$ cat src/rtl/betc_pkg.sv
`timescale 1ns / 1ps
`default_nettype none

package betc_pkg;

  // Table size default, handed to the top level parameter
  localparam int ENTRIES_DEFAULT = 8;

  localparam int BLK_W    = 64;
  localparam int LEN_W    = 16;
  localparam int MODE_W   = 2;
  localparam int STATUS_W = 3;

  // Operation codes on the mode field
  localparam logic [MODE_W-1:0] MODE_LOOKUP = 2'd0;
  localparam logic [MODE_W-1:0] MODE_FILL   = 2'd1;
  localparam logic [MODE_W-1:0] MODE_TRUNC  = 2'd2;

  // Result status codes
  localparam logic [STATUS_W-1:0] STATUS_MISS      = 3'd0;
  localparam logic [STATUS_W-1:0] STATUS_HIT       = 3'd1;
  localparam logic [STATUS_W-1:0] STATUS_FILLED    = 3'd2;
  localparam logic [STATUS_W-1:0] STATUS_REJECTED  = 3'd3;
  localparam logic [STATUS_W-1:0] STATUS_TRUNCATED = 3'd4;

  // One extent as it sits in the table memory
  typedef struct packed {
    logic [BLK_W-1:0] lstart;
    logic [BLK_W-1:0] pstart;
    logic [LEN_W-1:0] len;
  } entry_t;

  typedef enum logic [2:0] {
    S_IDLE,
    S_SCAN,
    S_FILL,
    S_TRANS,
    S_FINISH
  } state_t;

  // diff_ext is {borrow, blk - start}; the block lies in the extent when
  // there is no borrow and the offset is below the length
  function automatic logic in_extent(input logic [BLK_W:0] diff_ext,
                                     input logic [LEN_W-1:0] len);
    logic hi_zero;
    hi_zero = (diff_ext[BLK_W-1:LEN_W] == '0);
    return !diff_ext[BLK_W] && hi_zero && (diff_ext[LEN_W-1:0] < len);
  endfunction

endpackage

`default_nettype wire

$ cat src/rtl/block_extent_translation_cache.sv
`timescale 1ns / 1ps
`default_nettype none

// Extent translation cache: ENTRIES extents (logical start, physical start,
// length) in a single-port-read table memory. One word is worked on at a
// time. A lookup reads the MRU entry first and then walks the table one
// entry per cycle through the memory read port. A truncate always walks
// the whole table. A result is held back while the last one is still
// stalled, and the next word can be taken in the same cycle as the result
// is raised. Per-entry valid bits clear the table at reset at once; no
// clearing pass is needed.
module block_extent_translation_cache import betc_pkg::*; #(
  parameter int ENTRIES = ENTRIES_DEFAULT
) (
  input  wire logic                clk,
  input  wire logic                rst,
  input  wire logic                in_valid,
  output logic                     in_stall,
  input  wire logic [MODE_W-1:0]   mode,
  input  wire logic [BLK_W-1:0]    block_index,
  input  wire logic                create,
  input  wire logic [BLK_W-1:0]    extent_start,
  input  wire logic [BLK_W-1:0]    extent_phys,
  input  wire logic [LEN_W-1:0]    extent_count,
  input  wire logic [BLK_W-1:0]    eof_block,
  output logic                     out_valid,
  input  wire logic                out_stall,
  output logic      [STATUS_W-1:0] status,
  output logic      [BLK_W-1:0]    phys_block
);

  localparam int IDX_W = $clog2(ENTRIES);
  localparam int CNT_W = $clog2(ENTRIES + 1);
  localparam int ENT_W = $bits(entry_t);
  localparam logic [IDX_W-1:0] LAST_IDX = IDX_W'(ENTRIES - 1);
  localparam logic [CNT_W-1:0] LAST_K   = CNT_W'(ENTRIES);

  function automatic logic [IDX_W-1:0] advance(input logic [IDX_W-1:0] p);
    return (p == LAST_IDX) ? '0 : p + 1'b1;
  endfunction

  state_t state, state_next;

  // held word
  logic [MODE_W-1:0] op_mode;
  logic [BLK_W-1:0]  op_blk;
  logic              op_create;
  logic [BLK_W-1:0]  op_xstart;
  logic [BLK_W-1:0]  op_xphys;
  logic [LEN_W-1:0]  op_xcount;
  logic [BLK_W-1:0]  op_lastb;

  // pointers and per-entry valid bits
  logic [IDX_W-1:0]   mru;
  logic [IDX_W-1:0]   victim;
  logic [ENTRIES-1:0] valid;

  // scan sequencer: k = 0 reads the MRU entry, k = i+1 reads entry i
  logic [CNT_W-1:0] issue_k;
  logic [CNT_W-1:0] eval_k;
  logic [IDX_W-1:0] eval_addr;
  logic             eval_valid;

  // translation stage and result
  logic [BLK_W-1:0]    t_pstart;
  logic [BLK_W-1:0]    t_diff;
  logic [STATUS_W-1:0] res_status;
  logic [BLK_W-1:0]    res_phys;

  // memory port
  logic             wr_en;
  logic [IDX_W-1:0] wr_addr;
  logic [ENT_W-1:0] wr_data;
  logic [IDX_W-1:0] rd_addr;
  logic [ENT_W-1:0] rd_data;

  logic             in_accept;
  logic [IDX_W-1:0] issue_addr;
  entry_t           entry_rd;
  logic             op_is_lookup;
  logic             skip;
  logic [BLK_W-1:0] cmp_start;
  logic [LEN_W-1:0] cmp_len;
  logic [BLK_W:0]   diff_ext;
  logic             covered;
  logic             scan_hit;
  logic             scan_last;
  logic             trunc_clear;
  logic             fill_bad;
  logic [BLK_W-1:0] trans_phys;
  logic             out_free;

  betc_ram #(
    .WIDTH (ENT_W),
    .DEPTH (ENTRIES)
  ) u_table (
    .clk     (clk),
    .wr_en   (wr_en),
    .wr_addr (wr_addr),
    .wr_data (wr_data),
    .rd_addr (rd_addr),
    .rd_data (rd_data)
  );

  // Datapath around the table read
  always_comb begin
    in_accept    = in_valid && !in_stall;
    issue_addr   = (issue_k == '0) ? mru : IDX_W'(issue_k - 1'b1);
    entry_rd     = valid[eval_addr] ? entry_t'(rd_data) : '0;
    op_is_lookup = (op_mode == MODE_LOOKUP);
    skip         = (eval_k != '0) && (eval_addr == mru);
    cmp_start    = (state == S_FILL) ? op_xstart : entry_rd.lstart;
    cmp_len      = (state == S_FILL) ? op_xcount : entry_rd.len;
    diff_ext     = {1'b0, op_blk} - {1'b0, cmp_start};
    covered      = in_extent(diff_ext, cmp_len);
    scan_hit     = (state == S_SCAN) && eval_valid && op_is_lookup && !skip && covered;
    scan_last    = eval_valid && (eval_k == LAST_K);
    trunc_clear  = (state == S_SCAN) && eval_valid && !op_is_lookup
                   && (op_lastb <= entry_rd.lstart);
    fill_bad     = op_create ? ((op_xphys == '0) || !covered)
                             : ((op_xphys != '0) && !covered);
    trans_phys   = (t_pstart == '0) ? '0 : t_pstart + t_diff;
    out_free     = !out_valid || !out_stall;
  end

  // Next state
  always_comb begin
    state_next = state;
    case (state)
      S_IDLE: begin
        if (in_valid) begin
          case (mode)
            MODE_LOOKUP: state_next = S_SCAN;
            MODE_TRUNC:  state_next = S_SCAN;
            MODE_FILL:   state_next = S_FILL;
            default:     state_next = S_FINISH;
          endcase
        end
      end
      S_SCAN: begin
        if (scan_hit) begin
          state_next = S_TRANS;
        end else if (scan_last) begin
          state_next = S_FINISH;
        end
      end
      S_FILL: begin
        state_next = fill_bad ? S_FINISH : S_TRANS;
      end
      S_TRANS: begin
        state_next = S_FINISH;
      end
      S_FINISH: begin
        if (out_free) begin
          state_next = S_IDLE;
        end
      end
      default: state_next = S_IDLE;
    endcase
  end

  // State outputs; the table is written only in the fill state, never
  // while a scan is reading it
  always_comb begin
    in_stall = (state != S_IDLE);
    rd_addr  = issue_addr;
    wr_en    = (state == S_FILL) && !fill_bad;
    wr_addr  = victim;
    wr_data  = {op_xstart, op_xphys, op_xcount};
  end

  // Control state
  always_ff @(posedge clk) begin
    if (rst) begin
      state      <= S_IDLE;
      mru        <= '0;
      victim     <= '0;
      valid      <= '0;
      eval_valid <= 1'b0;
      out_valid  <= 1'b0;
    end else begin
      state <= state_next;

      if (in_accept) begin
        eval_valid <= 1'b0;
      end else if (state == S_SCAN) begin
        eval_valid <= 1'b1;
      end

      // lookup hit found by the walk moves the pointers
      if (scan_hit) begin
        mru <= eval_addr;
        if (eval_k != '0 && eval_addr == victim) begin
          victim <= advance(victim);
        end
      end

      if (trunc_clear) begin
        valid[eval_addr] <= 1'b0;
      end

      if (state == S_FILL && !fill_bad) begin
        valid[victim] <= 1'b1;
        mru           <= victim;
        victim        <= advance(victim);
      end

      // write to a hole: the next fill replaces the entry just hit
      if (state == S_TRANS && op_is_lookup && op_create && trans_phys == '0) begin
        victim <= mru;
      end

      if (state == S_FINISH && out_free) begin
        out_valid <= 1'b1;
      end else if (out_valid && !out_stall) begin
        out_valid <= 1'b0;
      end
    end
  end

  // Payload and sequencer registers
  always_ff @(posedge clk) begin
    if (in_accept) begin
      op_mode    <= mode;
      op_blk     <= block_index;
      op_create  <= create;
      op_xstart  <= extent_start;
      op_xphys   <= extent_phys;
      op_xcount  <= extent_count;
      op_lastb   <= eof_block;
      issue_k    <= '0;
      eval_k     <= '0;
      eval_addr  <= '0;
      res_status <= (mode == MODE_TRUNC) ? STATUS_TRUNCATED : STATUS_MISS;
      res_phys   <= '0;
    end

    // walk: issue one read per cycle, evaluate the previous one
    if (state == S_SCAN) begin
      eval_k    <= issue_k;
      eval_addr <= issue_addr;
      if (issue_k != LAST_K) begin
        issue_k <= issue_k + 1'b1;
      end
    end

    if (scan_hit) begin
      t_pstart   <= entry_rd.pstart;
      t_diff     <= diff_ext[BLK_W-1:0];
      res_status <= STATUS_HIT;
    end

    if (state == S_FILL) begin
      t_pstart   <= op_xphys;
      t_diff     <= diff_ext[BLK_W-1:0];
      res_status <= fill_bad ? STATUS_REJECTED : STATUS_FILLED;
    end

    if (state == S_TRANS) begin
      res_phys <= trans_phys;
    end

    if (state == S_FINISH && out_free) begin
      status     <= res_status;
      phys_block <= res_phys;
    end
  end

endmodule

`default_nettype wire

$ cat src/rtl/betc_ram.sv
`timescale 1ns / 1ps
`default_nettype none

module betc_ram #(
  parameter int WIDTH = 32,
  parameter int DEPTH = 8
) (
  input  wire logic                     clk,
  input  wire logic                     wr_en,
  input  wire logic [$clog2(DEPTH)-1:0] wr_addr,
  input  wire logic [WIDTH-1:0]         wr_data,
  input  wire logic [$clog2(DEPTH)-1:0] rd_addr,
  output logic      [WIDTH-1:0]         rd_data
);

  logic [WIDTH-1:0] mem [DEPTH];

  // One write port, one registered read port
  always_ff @(posedge clk) begin
    if (wr_en) begin
      mem[wr_addr] <= wr_data;
    end
    rd_data <= mem[rd_addr];
  end

endmodule

`default_nettype wire

$ cat config.mk
export PLATFORM = sky130hd
export DESIGN_NAME = block_extent_translation_cache
export DESIGN_NICKNAME = d
export VERILOG_FILES = /design/src/rtl/betc_pkg.sv /design/src/rtl/block_extent_translation_cache.sv /design/src/rtl/betc_ram.sv
export SDC_FILE = /design/constraint.sdc
export NUM_CORES = 2
export LEC_CHECK = 0
export BUFFER_PORTS_ARGS = -buffer_cell sky130_fd_sc_hd__buf_4
export CAP_MARGIN = 20
export CELL_PAD_IN_SITES_DETAIL_PLACEMENT = 1
export CELL_PAD_IN_SITES_GLOBAL_PLACEMENT = 1
export CORE_ASPECT_RATIO = 0.9
export CORE_MARGIN = 2
export CORE_UTILIZATION = 53
export CTS_CLUSTER_SIZE = 20
export DETAILED_ROUTE_END_ITERATION = 16
export PLACE_DENSITY = 0.82
export SLEW_MARGIN = 15
export SYNTH_ARGS = -nofsm -noshare
export SYNTH_HDL_FRONTEND = slang
export SYNTH_HIERARCHICAL = 1
export SYNTH_SLANG_ARGS = --single-unit
$ cat constraint.sdc
create_clock -name clk -period 19.55 [get_ports clk]
set_clock_uncertainty 0.1 [all_clocks]
set_input_delay 2.9325 -clock clk [delete_from_list [all_inputs] [get_ports clk]]
set_output_delay 2.9325 -clock clk [all_outputs]
set_load 0.005 [all_outputs]
==> flow_summary.yaml <==
sta:
  period_minus_slack_ns: 9.98
  whs_ns: 0.319
  finalCritPeriodShare_pct: 51.1
  final-setup-viol-count: 0
  max_slew_margin_pct: 21.0
  fin_tns_setup_ns: 0
  rsz0062_at_grt: "false"
  hold_violations: 0
  fmaxAchievable_mhz: 100
  tightest_slew_ns: 1.17
  slew_violations: 0
layout:
  design_area_um2: 88500
  fillerInstances: 13200
  final_cell_mix: "1,696 x edfxtp_1, 393 x buf_4, 391 x nand2_1, 290 x mux4_2, 280 x a21oi_1"
  layout.nets: 5692
  mostFrequentLayoutCell: "edfxtp_1"
  register_area_um2: 54300
  multi_input_area_um2: 22500
  layout-drive-gt1-share_pct: 21.7
  areaGrowthSynthToFinish_pct: 13.5
die:
  die_h_um: 368
  start_util_pct: 53.4
  core_um2: 146000
  row_count: 133
  die_area_um2: 150000
  chipWidth_um: 408
  ios: 348
global_routing:
  grt_first_pass_wirelength_um: 350000
  grt_start_max_net_pins: 155
  antenna_found_initial: 8
  track_usage_pct: 31.9
  grt-ovfl-total: 0
  first_global_vias: 49900
placement:
  gp_congestion: 0.958
  placed_area_um2: 82500
  dp_hpwl_um: 158000
  portBuffers: 347
power_and_ir_drop:
  p_leak_nw: 29.8
  ir_worst_vdd_mv: 0.183
  cellInternalPower_mw: 7.71
  total_power_mw: 10.6
  p_sw_mw: 2.94
  pwr-share-clk_pct: 33.5
  p_sw_share_pct: 27.6
  pwr-share-seq_pct: 46.3
  p_per_area_nw_per_um2: 120
  p_comb_share_pct: 20.2
hold_path:
  holdCritPathClass: "reg2reg"
cts:
  cts_buffers: 181
  path_clk_slew_ns: 0.06
  cts.repair.resized: 0
  clock_sinks: 1863
  ctsHoldBuffers: 0
  cts_setup_buffers: 0
  insertion_delay_ns: 0.84
  tritoncts: "done"
  cts.htree.levels: 4
  clockBufferDepth: 3
  cts-root-buf: "clkbuf_16"
drt:
  post-route-drc-count: 0
  antenna_left: 0
  dr.pass1.iters: 6
  wl_um: 241000
  wl_per_cell_um: 32.9
  drt_iter0_drc: 6340
  viasPerCell: 6.58
  vias: 48200
critical_path:
  cp-start-kind: "flop"
  crit_path_top_delay_cell: "buf_4"
  crit_required_ns: 19.90
  crit_fanout: 58
  r2r_slack_ns: 9.57
  critPathMaxStageDelay_ns: 0.86
  path_class: "reg2reg"
  cp-end-kind: "flop"
  worstPathArrival_ns: 10.33
synthesis:
  synth_area_um2: 78000
  synth_fp_nets: 5337
  synth_seq_cells: 1863
  synth_cell_types: 90
  ys_async_sr_fraction_pct: 0
  synth.avg_cell_area_um2: 16.1
  synth-edff-count: 1696
  ys.flop_type: "edfxtp_1"
  yosys_warnings: 6
  syn_inst: 4846
  ys_seq_area_share_pct: 69.6
status:
  run_status: "complete, no violations"
run:
  cap_violations: 0
layer usage:
| layer | up-vias | share of wire (%) | GRT usage [%] |
|---|---|---|---|
| li1 | 19900 | - | - |
| met1 | 24800 | 39 | 44.1 |
| met2 | 2867 | 47 | 50.4 |
| met3 | 604 | 9.2 | 5.62 |
| met4 | 2 | 4.7 | 13.5 |
| met5 | - | 0.0029 | 0 |
worst max-delay path, delay by kind of cell, from the launching register on:
kind            cells  cell delay, ns
simple gates       13            2.65
buf+inv             4            2.59
compound gates      7            1.61
mux                 2            0.87
fa+ha+maj           2            0.80
flops               1            0.54
xor+xnor            1            0.27
registers in the layout, indices dropped and copies added, names as in the netlist, 4 cells and up:
signal           flops
eval_k               4
issue_k              4
op_blk              64
op_lastb            64
op_xcount           16
op_xphys            64
op_xstart           64
phys_block          64
res_phys            64
t_diff              64
t_pstart            64
u_table/mem       1152
u_table/rd_data    144
valid                8
per-stage QoR:
stage,setup WS (ns),instances,utilization (%)
after floorplan,3.23,4846,-
after global placement,10.18,6975,56.5
after detailed placement,9.81,6975,56.5
after CTS,9.73,7316,60.6
after global routing,9.10,7316,60.6
final,9.57,7318,60.6
cells by family (layout without fill, tap and decap cells):
kind of cell / after synthesis / after routing / share of synthesized area, %
AOI/OAI and AO/OA: 832 / 832 / 6.71
buffers and inverters: 289 / 802 / 1.75
muxes: 445 / 445 / 10.6
xor gates and xnor gates: 101 / 101 / 1.13
DFF: 1863 / 1863 / 69.6
and+or+nand+nor: 1104 / 1104 / 6.78
other: 0 / 2 / 0
adders and majority gates: 212 / 212 / 3.42
cell usage after synthesis, types with 15 or more instances:
library cell  number  area (µm²)
o21a_1            42         315
and3_1            31         194
a21oi_1          283        1420
o21ai_0          189         946
buf_2             41         205
a31oi_1           20         125
o211ai_1          22         165
inv_1             63         236
xor2_1            35         307
nor3_1            62         310
buf_6             30         338
edfxtp_1        1696       50900
a211oi_1          27         203
ha_1             210        2630
mux2_2           149        1680
or3_1             15        93.8
o21bai_1          17         128
nand2_1          392        1470
a21o_1            72         541
dfxtp_1          167        3340
mux4_2           290        6530
nand2b_1          22         138
nor4_1            56         350
clkbuf_1         143         537
nand4_1           97         607
and2_1            42         263
nand3_1           50         250
xnor2_1           66         578
nor2_1           256         961
final timing paths:
check,cells after the start,start,end
max,29,eval_addr[1],u_table/mem[0][99]
min,0,res_phys[0],phys_block[0]
max reg2reg,29,eval_addr[1],u_table/mem[0][99]
min reg2reg,0,res_phys[0],phys_block[0]
power groups by stage:
stage,logic [mW],registers [mW],clock network (mW)
floorplan,1.64,4.88,0
global placement,2.03,4.98,0
detailed placement,2.11,5.00,0
CTS,2.15,4.93,3.60
global route,2.29,4.95,3.73
finish,2.15,4.93,3.56
cell type report:
| class | count | share of cell area, % |
|---|---|---|
| Sequential cell | 1863 | 61.3 |
| Tap cell | 1957 | 2.77 |
| Antenna cell | 2 | 0.00565 |
| Multi-Input combinational cell | 2694 | 25.4 |
| Inverter | 63 | 0.284 |
| Clock inverter | 75 | 1.00 |
| Timing Repair Buffer | 398 | 3.45 |
| Clock buffer | 266 | 5.81 |
(Power assumes the default switching activity.)
